**config.mk**
```make
export PLATFORM = sky130hd
export DESIGN_NAME = stepper_ramp_motion_controller_top_flat
export DESIGN_NICKNAME = d
export VERILOG_FILES = /design/src/srmc_pkg.sv /design/src/srmc_if.sv /design/src/srmc_div.sv /design/src/stepper_ramp_motion_controller_top.sv /design/src/flat_wrapper.sv
export SDC_FILE = /design/constraint.sdc
export NUM_CORES = 1
export LEC_CHECK = 0
export ABC_CLOCK_PERIOD_IN_PS = 8700
export BUFFER_PORTS_ARGS = -buffer_cell sky130_fd_sc_hd__buf_2
export CAP_MARGIN = 20
export CORE_UTILIZATION = 40
export DETAILED_ROUTE_END_ITERATION = 8
export PLACE_DENSITY = 0.64
export SLEW_MARGIN = 20
export SYNTH_ARGS = -nofsm -noshare
export SYNTH_HDL_FRONTEND = slang
export SYNTH_SLANG_ARGS = --single-unit
export TNS_END_PERCENT = 10
```
**constraint.sdc**
```tcl
create_clock -name clk -period 8.7 [get_ports clk]
set_input_delay 1.305 -clock clk [delete_from_list [all_inputs] [get_ports clk]]
set_output_delay 1.305 -clock clk [all_outputs]
set_load 0.005 [all_outputs]
```
**src/srmc_pkg.sv**
```systemverilog
`timescale 1ns / 1ps
`default_nettype none
package srmc_pkg;

  localparam int unsigned CfgWidth = 16;
  localparam int unsigned CfgIdxWidth = 3;
  localparam int unsigned DivWidth = 36;

  localparam logic [CfgIdxWidth-1:0] REG_BACKLASH = 3'd0;
  localparam logic [CfgIdxWidth-1:0] REG_ACCEL    = 3'd1;
  localparam logic [CfgIdxWidth-1:0] REG_MIN_DLY  = 3'd2;
  localparam logic [CfgIdxWidth-1:0] REG_MAX_DLY  = 3'd3;
  localparam logic [CfgIdxWidth-1:0] REG_DIR_DLY  = 3'd4;
  localparam logic [CfgIdxWidth-1:0] REG_FULL_CAL = 3'd5;

  localparam logic [1:0] OP_TICK = 2'd0;
  localparam logic [1:0] OP_MOVE = 2'd1;
  localparam logic [1:0] OP_HOME = 2'd2;

  localparam logic [2:0] PH_BG   = 3'd0;
  localparam logic [2:0] PH_LOW  = 3'd1;
  localparam logic [2:0] PH_HIGH = 3'd2;
  localparam logic [2:0] PH_WAIT = 3'd3;
  localparam logic [2:0] PH_DIR  = 3'd4;

  localparam logic [1:0] MS_IDLE = 2'd0;
  localparam logic [1:0] MS_UP   = 2'd1;
  localparam logic [1:0] MS_RUN  = 2'd2;
  localparam logic [1:0] MS_DOWN = 2'd3;

  localparam logic [1:0] HS_UNHOMED = 2'd0;
  localparam logic [1:0] HS_HOMING  = 2'd1;
  localparam logic [1:0] HS_BACKOFF = 2'd2;
  localparam logic [1:0] HS_HOMED   = 2'd3;

  localparam logic [15:0] BG_PERIOD = 16'd5000;
  localparam logic [20:0] IDLE_LIMIT = 21'd1000000;
  localparam logic [20:0] IDLE_INC = 21'd5000;
  localparam logic [19:0] ONE_MILLION = 20'd1000000;
  localparam logic [31:0] HOME_RUN_STEPS = 32'd20000;
  localparam logic [31:0] HOME_BACK_STEPS = 32'd2000;
  localparam logic [15:0] PULSE_US = 16'd4;
  localparam logic [15:0] RECALL_US = 16'd2;

  typedef struct packed {
    logic [15:0] backlash_steps;
    logic [15:0] accel_steps;
    logic [15:0] min_delay_us;
    logic [15:0] max_delay_us;
    logic [15:0] dir_settle_us;
    logic        hold_slow;
  } cfg_t;

  typedef struct packed {
    logic [1:0]  op;
    logic        cmd_direction;
    logic [15:0] cmd_steps;
    logic        limit_stuck;
    logic        limit_hit;
  } cmd_t;

  typedef struct packed {
    logic        step_pin;
    logic        dir_pin;
    logic        driver_enable;
    logic [15:0] timer_period;
    logic        homed;
    logic        fault;
    logic        motion_started;
    logic        motion_stopped;
    logic        backoff_started;
    logic        position_reset;
    logic [15:0] steps_left;
  } res_t;

  typedef struct packed {
    logic                start;
    logic [DivWidth-1:0] dividend;
    logic [DivWidth-1:0] divisor;
  } div_req_t;

  typedef struct packed {
    logic                done;
    logic [DivWidth-1:0] quotient;
  } div_rsp_t;

endpackage
`default_nettype wire

```
**src/srmc_if.sv**
```systemverilog
`timescale 1ns / 1ps
`default_nettype none
interface srmc_if #(parameter type T = logic) ();
  logic valid;
  logic ready;
  T     data;
  modport source (output valid, output data, input ready);
  modport sink (input valid, input data, output ready);
endinterface
`default_nettype wire

```
**src/srmc_div.sv**
```systemverilog
`timescale 1ns / 1ps
`default_nettype none
module srmc_div (
  input  wire logic              clk,
  input  wire logic              rst,
  input  wire srmc_pkg::div_req_t req,
  output srmc_pkg::div_rsp_t      rsp
);
  import srmc_pkg::*;

  logic [DivWidth-1:0] quo;
  logic [DivWidth-1:0] rem;
  logic [DivWidth-1:0] dvs;
  logic [5:0]          cnt;
  logic                busy;
  logic                done_q;
  logic [DivWidth:0]   trial;

  assign trial = {rem, quo[DivWidth-1]} - {1'b0, dvs};

  always_ff @(posedge clk) begin
    if (rst) begin
      busy <= 1'b0;
      cnt <= '0;
      done_q <= 1'b0;
    end else begin
      done_q <= 1'b0;
      if (req.start) begin
        busy <= 1'b1;
        cnt <= 6'(DivWidth);
        quo <= req.dividend;
        rem <= '0;
        dvs <= req.divisor;
      end else if (busy) begin
        if (!trial[DivWidth]) begin
          rem <= trial[DivWidth-1:0];
          quo <= {quo[DivWidth-2:0], 1'b1};
        end else begin
          rem <= {rem[DivWidth-2:0], quo[DivWidth-1]};
          quo <= {quo[DivWidth-2:0], 1'b0};
        end
        cnt <= cnt - 6'd1;
        if (cnt == 6'd1) begin
          busy <= 1'b0;
          done_q <= 1'b1;
        end
      end
    end
  end

  assign rsp = '{done: done_q, quotient: quo};

`ifndef SYNTHESIS
  a_done_after_busy: assert property (@(posedge clk) disable iff (rst)
    rsp.done |-> $past(busy)) else $error("done without busy");
  a_no_start_busy: assert property (@(posedge clk) disable iff (rst)
    $rose(busy) |-> $past(req.start)) else $error("busy without start");
  a_cnt_range: assert property (@(posedge clk) disable iff (rst)
    busy |-> cnt != 6'd0) else $error("busy with zero count");
`endif
endmodule
`default_nettype wire

```
**src/stepper_ramp_motion_controller_top.sv**
```systemverilog
`timescale 1ns / 1ps
`default_nettype none
// channel  dir  payload
// cmd      in   op, cmd_direction, cmd_steps, limit_stuck, limit_hit
// res      out  pins, timer_period, status, pulses, steps_left
// cfg      in   cfg_we, cfg_idx, cfg_data (plain write)
// Items that launch a step from a movement decision run four passes of
// the shared 36-bit restoring divider plus a multiply step; other items
// do not use the divider.
// Synchronous active-high reset; one item in flight at a time.
// The result register holds until taken; no new word is taken before that.
module stepper_ramp_motion_controller_top #(
  parameter int unsigned COUNT_WIDTH = 16
) (
  input  wire logic clk,
  input  wire logic rst,
  srmc_if.sink      cmd,
  srmc_if.source    res,
  input  wire logic cfg_we,
  input  wire logic [srmc_pkg::CfgIdxWidth-1:0] cfg_idx,
  input  wire logic [srmc_pkg::CfgWidth-1:0] cfg_data
);
  import srmc_pkg::*;

  localparam logic [31:0] CountMax = 32'((64'd1 << COUNT_WIDTH) - 64'd1);

  typedef enum logic [2:0] {
    S_IDLE, S_EXEC, S_DIV_FLO, S_DIV_FHI, S_DIV_MUL, S_DIV_DLY, S_DONE
  } st_t;

  st_t st;
  cfg_t cfg;
  cmd_t c;
  res_t r;
  div_req_t dreq;
  div_rsp_t drsp;

  logic [2:0]  pulse_phase;
  logic [1:0]  motion_state, home_st, cur_dir, pend_dir;
  logic [COUNT_WIDTH-1:0] rem_steps, pend_steps;
  logic [7:0]  act_ver, pend_ver;
  logic [15:0] ramp_pos, next_dly, backlash_left, period;
  logic [20:0] idle_us;
  logic        en_flag, fault_flag, step_lvl, dir_lvl, dir_target;
  logic        p_start, p_stop, p_back, p_pos;
  logic [19:0] flo, fhi;
  logic [DivWidth-1:0] prod;
  logic [15:0] didx;
  logic        div_go, div_go_next;
  logic [DivWidth-1:0] div_num, div_den;
  logic        res_hold;

  logic [15:0] acc, mind, maxd;
  assign acc  = (cfg.accel_steps == 16'd0) ? 16'd1 : cfg.accel_steps;
  assign mind = (cfg.min_delay_us == 16'd0) ? 16'd1 : cfg.min_delay_us;
  assign maxd = (cfg.max_delay_us == 16'd0) ? 16'd1 : cfg.max_delay_us;

  assign dreq = '{start: div_go, dividend: div_num, divisor: div_den};

  srmc_div u_div (.clk(clk), .rst(rst), .req(dreq), .rsp(drsp));

  function automatic logic [COUNT_WIDTH-1:0] sat(input logic [31:0] v);
    sat = (v > CountMax) ? CountMax[COUNT_WIDTH-1:0] : v[COUNT_WIDTH-1:0];
  endfunction

  assign res_hold  = (st == S_DONE) && (didx == 16'hFFFF);
  assign cmd.ready = (st == S_IDLE);
  assign res.valid = (st == S_DONE) && !res_hold;
  assign res.data  = r;

  // decision logic, combinational over the held state
  logic [2:0]  n_ph;
  logic [1:0]  n_ms, n_hs, n_cur, n_pdir;
  logic [COUNT_WIDTH-1:0] n_rem, n_pst;
  logic [7:0]  n_av, n_pv;
  logic [15:0] n_ramp, n_nd, n_bl, n_per;
  logic [20:0] n_idle;
  logic        n_en, n_fault, n_step, n_dirl, n_dt;
  logic        n_ps, n_pp, n_pb, n_pr;
  logic        n_need_div;
  logic [15:0] n_didx;

  always_comb begin
    logic do_dec, launch_max, stop_dec;
    logic [1:0] was;
    logic [31:0] r32, ram32;
    n_ph = pulse_phase; n_ms = motion_state; n_hs = home_st;
    n_cur = cur_dir; n_pdir = pend_dir; n_rem = rem_steps; n_pst = pend_steps;
    n_av = act_ver; n_pv = pend_ver; n_ramp = ramp_pos; n_nd = next_dly;
    n_bl = backlash_left; n_per = period; n_idle = idle_us; n_en = en_flag;
    n_fault = fault_flag; n_step = step_lvl; n_dirl = dir_lvl; n_dt = dir_target;
    n_ps = 1'b0; n_pp = 1'b0; n_pb = 1'b0; n_pr = 1'b0;
    n_need_div = 1'b0; n_didx = ramp_pos;
    do_dec = 1'b0; launch_max = 1'b0; stop_dec = 1'b0; was = MS_IDLE;
    r32 = '0; ram32 = '0;
    if (!fault_flag) begin
      unique case (c.op)
        OP_MOVE: begin
          n_pdir = {1'b0, c.cmd_direction};
          n_pst = sat({16'd0, c.cmd_steps});
          n_pv = pend_ver + 8'd1;
        end
        OP_HOME: n_hs = HS_UNHOMED;
        OP_TICK: begin
          unique case (pulse_phase)
            PH_HIGH: begin n_step = 1'b1; n_ph = PH_LOW; n_per = PULSE_US; end
            PH_LOW: begin n_step = 1'b0; n_ph = PH_WAIT; n_per = next_dly; end
            PH_WAIT: begin
              n_ph = PH_BG;
              if (backlash_left != 16'd0) begin
                n_bl = backlash_left - 16'd1;
                launch_max = 1'b1;
              end else if (home_st == HS_HOMED && c.limit_hit) begin
                n_pp = 1'b1; n_ms = MS_IDLE; n_rem = '0; n_pst = '0;
                n_ramp = 16'd1; n_per = BG_PERIOD;
              end else begin
                if (rem_steps != '0) n_rem = rem_steps - COUNT_WIDTH'(1);
                do_dec = 1'b1;
              end
            end
            PH_DIR: begin
              n_ph = PH_BG; n_dirl = dir_target; n_bl = cfg.backlash_steps;
              if (cfg.backlash_steps != 16'd0) launch_max = 1'b1;
              else do_dec = 1'b1;
            end
            default: begin n_ph = PH_BG; do_dec = 1'b1; end
          endcase
        end
        default: ;
      endcase
    end
    if (launch_max) begin
      n_nd = maxd; n_ph = PH_HIGH; n_per = PULSE_US;
    end
    if (do_dec) begin
      unique case (n_hs)
        HS_UNHOMED: begin
          n_pdir = 2'd0; n_pst = sat(HOME_RUN_STEPS); n_pv = n_pv + 8'd1;
          n_hs = HS_HOMING;
        end
        HS_HOMING: begin
          if (c.limit_stuck) begin
            n_pp = 1'b1; n_ms = MS_IDLE; n_rem = '0; n_ramp = 16'd1;
            n_per = BG_PERIOD; n_pb = 1'b1;
            n_pdir = 2'd1; n_pst = sat(HOME_BACK_STEPS); n_pv = n_pv + 8'd1;
            n_hs = HS_BACKOFF;
          end else if (n_pst == '0) begin
            n_fault = 1'b1; stop_dec = 1'b1;
          end
        end
        HS_BACKOFF: begin
          if (!c.limit_stuck) begin
            n_pr = 1'b1; n_hs = HS_HOMED;
            n_pp = 1'b1; n_ms = MS_IDLE; n_rem = '0; n_pst = '0; n_ramp = 16'd1;
            n_per = BG_PERIOD;
          end else if (n_pst == '0) begin
            n_fault = 1'b1; stop_dec = 1'b1;
          end
        end
        default: if (c.limit_stuck) begin n_fault = 1'b1; stop_dec = 1'b1; end
      endcase
      if (!stop_dec) begin
        if (n_rem == '0 && n_pst == '0) begin
          n_per = BG_PERIOD;
          if (n_idle <= IDLE_LIMIT) n_idle = n_idle + IDLE_INC;
          if (n_idle > IDLE_LIMIT) n_en = 1'b0;
        end else begin
          n_idle = '0;
          was = n_ms;
          unique case (was)
            MS_IDLE: begin
              n_en = 1'b1; n_rem = n_pst; n_av = n_pv; n_ramp = 16'd1;
              if (n_pdir != n_cur) begin
                n_cur = n_pdir; n_dt = n_pdir[0]; n_ph = PH_DIR;
                n_per = cfg.dir_settle_us; stop_dec = 1'b1;
              end else begin
                n_ps = 1'b1;
                r32 = 32'(n_rem);
                n_ms = (r32 <= 32'd1) ? MS_DOWN : MS_UP;
              end
            end
            MS_UP, MS_RUN: begin
              if (n_pv != n_av) begin
                if (n_cur != n_pdir) begin
                  n_ms = MS_IDLE; n_rem = '0; n_ramp = 16'd1;
                end else begin
                  n_rem = n_pst; n_av = n_pv;
                end
              end
              r32 = 32'(n_rem); ram32 = {16'd0, n_ramp};
              if (r32 <= ram32) n_ms = MS_DOWN;
              else if (was == MS_UP && n_ramp >= acc) n_ms = MS_RUN;
            end
            default: begin
              if (n_rem == '0) begin
                n_pp = 1'b1; n_ms = MS_IDLE; stop_dec = 1'b1;
                if (n_av != n_pv) n_per = RECALL_US;
                else begin n_pst = '0; n_ramp = 16'd1; n_per = BG_PERIOD; end
              end
            end
          endcase
          if (!stop_dec) begin
            n_didx = (n_ramp > acc) ? acc : n_ramp;
            n_need_div = 1'b1;
            if (n_ms == MS_UP && n_ramp < acc) begin
              if (!cfg.hold_slow) n_ramp = n_ramp + 16'd1;
            end else if (n_ms == MS_DOWN && n_ramp > 16'd1) begin
              n_ramp = n_ramp - 16'd1;
            end
            n_ph = PH_HIGH; n_per = PULSE_US;
          end
        end
      end
    end
    if (n_fault) begin n_ps = 1'b0; n_pp = 1'b0; n_pb = 1'b0; n_pr = 1'b0; end
  end

  // f = flo + idx*(fhi-flo)/acc, sign handled by magnitude
  logic        neg;
  logic [19:0] fdiff;
  logic [19:0] fval;
  logic [DivWidth-1:0] fq;
  assign neg   = fhi < flo;
  assign fdiff = neg ? (flo - fhi) : (fhi - flo);
  assign fq    = drsp.quotient;
  always_comb begin
    logic [20:0] t;
    t = neg ? ({1'b0, flo} - {1'b0, fq[19:0]}) : ({1'b0, flo} + {1'b0, fq[19:0]});
    fval = (t[19:0] == 20'd0) ? 20'd1 : t[19:0];
  end

  always_comb begin
    unique case (st)
      S_EXEC:               div_go_next = n_need_div;
      S_DIV_FLO, S_DIV_DLY: div_go_next = drsp.done;
      S_DIV_MUL:            div_go_next = (didx == 16'd0);
      default:              div_go_next = 1'b0;
    endcase
  end

  always_ff @(posedge clk) begin
    if (rst) begin
      st <= S_IDLE;
      cfg.backlash_steps <= 16'd320; cfg.accel_steps <= 16'd500;
      cfg.min_delay_us <= 16'd1200; cfg.max_delay_us <= 16'd2400;
      cfg.dir_settle_us <= 16'd50000; cfg.hold_slow <= 1'b0;
      pulse_phase <= PH_BG; motion_state <= MS_IDLE; home_st <= HS_UNHOMED;
      cur_dir <= 2'd2; pend_dir <= 2'd2; rem_steps <= '0; pend_steps <= '0;
      act_ver <= '0; pend_ver <= '0; ramp_pos <= 16'd1; next_dly <= '0;
      backlash_left <= '0; idle_us <= '0; en_flag <= 1'b0; fault_flag <= 1'b0;
      step_lvl <= 1'b0; dir_lvl <= 1'b0; dir_target <= 1'b0; period <= '0;
      p_start <= 1'b0; p_stop <= 1'b0; p_back <= 1'b0; p_pos <= 1'b0;
      div_go <= 1'b0; div_num <= '0; div_den <= '0; didx <= '0; c <= '0;
    end else begin
      div_go <= div_go_next;
      if (cfg_we) begin
        unique case (cfg_idx)
          REG_BACKLASH: cfg.backlash_steps <= cfg_data;
          REG_ACCEL:    cfg.accel_steps <= cfg_data;
          REG_MIN_DLY:  cfg.min_delay_us <= cfg_data;
          REG_MAX_DLY:  cfg.max_delay_us <= cfg_data;
          REG_DIR_DLY:  cfg.dir_settle_us <= cfg_data;
          REG_FULL_CAL: cfg.hold_slow <= cfg_data[0];
          default: ;
        endcase
      end
      unique case (st)
        S_IDLE: if (cmd.valid) begin c <= cmd.data; st <= S_EXEC; end
        S_EXEC: begin
          pulse_phase <= n_ph; motion_state <= n_ms; home_st <= n_hs;
          cur_dir <= n_cur; pend_dir <= n_pdir; rem_steps <= n_rem;
          pend_steps <= n_pst; act_ver <= n_av; pend_ver <= n_pv;
          ramp_pos <= n_ramp; next_dly <= n_nd; backlash_left <= n_bl;
          period <= n_per; idle_us <= n_idle; en_flag <= n_en;
          fault_flag <= n_fault; step_lvl <= n_step; dir_lvl <= n_dirl;
          dir_target <= n_dt;
          p_start <= n_ps; p_stop <= n_pp; p_back <= n_pb; p_pos <= n_pr;
          if (n_need_div) begin
            didx <= n_didx;
            div_num <= {16'd0, ONE_MILLION};
            div_den <= {20'd0, maxd};
            st <= S_DIV_FLO;
          end else begin
            st <= S_DONE;
          end
        end
        S_DIV_FLO: if (drsp.done) begin
          flo <= drsp.quotient[19:0];
          div_num <= {16'd0, ONE_MILLION};
          div_den <= {20'd0, mind};
          st <= S_DIV_FHI;
        end
        S_DIV_FHI: if (drsp.done) begin
          fhi <= drsp.quotient[19:0];
          prod <= '0;
          st <= S_DIV_MUL;
        end
        S_DIV_MUL: begin
          if (didx != 16'd0) begin
            prod <= {20'd0, didx} * {16'd0, fdiff};
            didx <= '0;
          end else begin
            div_num <= prod;
            div_den <= {20'd0, acc};
            st <= S_DIV_DLY;
          end
        end
        S_DIV_DLY: if (drsp.done) begin
          div_num <= {16'd0, ONE_MILLION};
          div_den <= {16'd0, fval};
          st <= S_DONE;
          didx <= 16'hFFFF;
        end
        S_DONE: begin
          if (didx == 16'hFFFF) begin
            if (drsp.done) begin
              next_dly <= (drsp.quotient > 36'd65535) ? 16'hFFFF : drsp.quotient[15:0];
              didx <= '0;
            end
          end else if (res.ready) begin
            st <= S_IDLE;
          end
        end
        default: st <= S_IDLE;
      endcase
    end
  end

  always_comb begin
    r.step_pin = step_lvl; r.dir_pin = dir_lvl; r.driver_enable = en_flag;
    r.timer_period = period; r.homed = (home_st == HS_HOMED);
    r.fault = fault_flag; r.motion_started = p_start; r.motion_stopped = p_stop;
    r.backoff_started = p_back; r.position_reset = p_pos;
    r.steps_left = 16'(rem_steps);
  end

`ifndef SYNTHESIS
  a_fault_sticky: assert property (@(posedge clk) disable iff (rst)
    $past(fault_flag) |-> fault_flag) else $error("fault cleared");
  a_no_pulse_on_fault: assert property (@(posedge clk) disable iff (rst)
    res.valid && fault_flag |-> !(p_start || p_stop || p_back || p_pos))
    else $error("pulse with fault");
  a_ready_excl: assert property (@(posedge clk) disable iff (rst)
    !(cmd.ready && res.valid)) else $error("ready while result pending");
`endif
endmodule
`default_nettype wire
```
**src/flat_wrapper.sv**
```systemverilog
// flat-port wrapper written by rule: the top's interface ports become plain ports
module stepper_ramp_motion_controller_top_flat import srmc_pkg::*;
#(
  parameter int unsigned COUNT_WIDTH = 16
)
  (clk, rst, cfg_we, cfg_idx, cfg_data, cmd_valid, cmd_data, cmd_ready, res_valid, res_data, res_ready);
  srmc_if cmd_i ();
  srmc_if res_i ();
  input  wire logic clk;
  input  wire logic rst;
  input  wire logic cfg_we;
  input  wire logic [srmc_pkg::CfgIdxWidth-1:0] cfg_idx;
  input  wire logic [srmc_pkg::CfgWidth-1:0] cfg_data;
  input wire logic [$bits(cmd_i.valid)-1:0] cmd_valid;
  input wire logic [$bits(cmd_i.data)-1:0] cmd_data;
  output wire logic [$bits(cmd_i.ready)-1:0] cmd_ready;
  output wire logic [$bits(res_i.valid)-1:0] res_valid;
  output wire logic [$bits(res_i.data)-1:0] res_data;
  input wire logic [$bits(res_i.ready)-1:0] res_ready;
  assign cmd_i.valid = cmd_valid;
  assign cmd_i.data = cmd_data;
  assign cmd_ready = cmd_i.ready;
  assign res_valid = res_i.valid;
  assign res_data = res_i.data;
  assign res_i.ready = res_ready;
  stepper_ramp_motion_controller_top #(.COUNT_WIDTH(COUNT_WIDTH)) u_core (.clk(clk), .rst(rst), .cmd(cmd_i), .res(res_i), .cfg_we(cfg_we), .cfg_idx(cfg_idx), .cfg_data(cfg_data));
endmodule
```
==> results.ini <==
[clock_tree]
cts_root_buf=clkbuf_16
insertion_delay_ns=0.45
h-tree-depth=4
clockBufferDepth=2
postCtsSetupBuffers=0
clkTransAtPathRegs_ns=0.06
cts_hold_buffers=0
clkSinkCount=154
cts_resized=0
cts-buffers-inserted=17
cts_tree=yes

[sta]
fin_crit_ns=7.321
hold_ws_ns=0.4697
setup_viol=0
skew_ns=0.01440
hold_viol=0
timing.final.crit_share_pct=84.15
rsz0062_at_grt=no
slew_headroom_pct=25.47
slew_viol_final=0
setup_tns_ns=0
fmax_ghz=0.1366
setup_ws_ns=1.379
tightest_slew_ns=1.108

[final_layout]
design_area_um2=11930
n_antenna_cell=0
nFillCells=2667
layout.cells.non_filler=1800
drive_gt1_share_pct=7.882
fin_nets=1530
final_util_pct=44.25
syn_to_final_growth_pct=8.763

[min_path]
hp-start=u_core.cfg[49]
hold_class=flip-flop to flip-flop

[power]
peakVddDrop_uv=210.7
p_leak_nw=4.500
totalPowerFinal_mw=3.934
p_per_area_nw_per_um2=329.8

[setup_path]
cp_top_family=compound AO/OA/AOI/OAI gates
cp_common_cell=a21o_1
reg2reg_from=u_core.backlash_left[0]
critPathRequiredTime_ns=8.99
critPathLaunchType=flip-flop
slowest_delay_ns=0.65
crit_arrival_ns=7.61
critical_path.max_fanout=22
path_class=flip-flop to flip-flop
worstSetupEndpointType=flip-flop
slowest_stage=ha_1
path_buf_inv=2
reg2reg_slack_ns=1.38
setup.worst_path.start=u_core.backlash_left[0]

[run]
cap_violations=0

[global_route]
grt_pass1_vias=10410
grt_pass1_wl_um=57010
grt_use_total_pct=25.77
grt_max_degree=74
antenna_found_initial=0
gr-total-overflow=0

[placement]
dpl_cell_area_um2=11260
gp_congestion=0.9804
dp_hpwl_um=26450
dp_slack_ns=1.497
dp.cells=1768
io_buffers=27

[floorplan]
ios=28
fp-row-count=60
start_util_pct=40.69
coreArea_um2=26950
die_y_um=167.6
die_x_um=167.6
dieArea_um2=28080

[yosys]
ys_seq_area_share_pct=28.12
ys_types=94
yosys.cell_count.top_type=nand2_1
synthesis.nets=1562
yosysTopAreaCell=dfxtp_1
synth.area.top_cells=dfxtp_1, ha_1, nand2_1
ys_async_sr_fraction_pct=0
yosysWarnings=0
synthFlopType=dfxtp_1
postSynthAreaPerCell_um2=7.419
synth_edf_count=0
synth-seq-cells=154
synth_top_area_share_pct=28.12
synth_common_cells=nand2_1, nor2_1, dfxtp_1, a21oi_1, clkbuf_1
netlist_area_um2=10970
synthCells=1478

[detailed_routing]
wl_um=35850
drt.antenna.violating_nets=0
wl_met3_um=3052
wire_per_inst_um=19.92
drt-met1-wl_um=15860
drc_errors=0
via_per_inst=6.293
drt_first_pass_iters=5
drtIter0Drc=1177
num_vias=11330
top_layer=met4
wl_met2_um=15750

[status]
outcome=completed

==> worst min-delay path: stages (launching register included) <==
cell and delay [ns]:
dfxtp_1 0.32, nand2_1 0.05, a21oi_1 0.05
==> power by group <==
| group | leakage (nW) | switching [mW] | internal (mW) |
|---|---|---|---|
| combinational | 2.94 | 1.46 | 0.678 |
| sequential | 1.25 | 0.141 | 0.809 |
| clock | 0.310 | 0.310 | 0.537 |
==> cell type report <==
type	count	area, um2	share of cell area [%]
inverters	56	210.2	1.762
clock buffers	20	436.7	3.661
repair buffers	40	235.2	1.972
flip-flops and latches	154	3083	25.85
multi-input cells	1177	7313	61.32
clock inverters	12	221.5	1.857
well taps	341	426.7	3.577
==> registers in the layout, summed over array words and instances (netlist names), 2 cells and up <==
register and count:
u_core.rem_steps 16, u_core.u_div.cnt 6, u_core.cur_dir 2, u_core.pend_dir 2
u_core.home_st 2, u_core.cfg 33, u_core.pend_ver 8, u_core.pulse_phase 3
u_core.motion_state 2, u_core.backlash_left 16, u_core.act_ver 8, u_core.st 3
u_core.pend_steps 16, u_core.ramp_pos 16, u_core.didx 16
==> layout by cell type (no fill, tap or decap), drive strengths merged, types with 9 or more instances in the layout <==
cell / synthesis / routed
o31ai: 19 / 19
a22oi: 35 / 35
nand2b: 14 / 14
a21o: 16 / 16
dfxtp: 154 / 154
nand3: 52 / 52
and3: 20 / 20
o32ai: 9 / 9
buf: 19 / 40
a211oi: 30 / 30
o22ai: 12 / 12
a211o: 10 / 10
nor2b: 16 / 16
nor3: 56 / 56
clkbuf: 72 / 20
or3: 15 / 15
ha: 59 / 59
nand2: 178 / 178
xor2: 13 / 13
o21ai: 82 / 82
nor2: 166 / 166
a21oi: 116 / 116
xnor2: 22 / 22
nand4: 25 / 25
nor4: 35 / 35
inv: 55 / 55
and2: 22 / 22
a31oi: 17 / 17
==> cells by family after synthesis <==
kind of cell	count (synthesis)	share of synthesized area (%)
buffers and inverters	147	5.363
AND/OR/NAND/NOR	648	29.37
XOR/XNOR	37	3.218
AO/OA/AOI/OAI	428	26.75
adder cells (fa/ha/maj)	59	6.732
flip-flops	154	28.12
multiplexers	5	0.4564
==> per-layer routing <==
metal	vias up	track usage, %
met3	92	6.121
met5	-	0
met1	5367	34.02
li1	5383	-
met2	486	39.89
met4	0	11.17
==> worst paths after layout <==
kind	cells past startpoint	end
max	27	u_core.didx[3]
min	2	u_core.cfg[49]
min reg2reg	2	u_core.cfg[49]
max reg2reg	27	u_core.didx[3]
No activity file was read; power rests on OpenSTA's default activity.
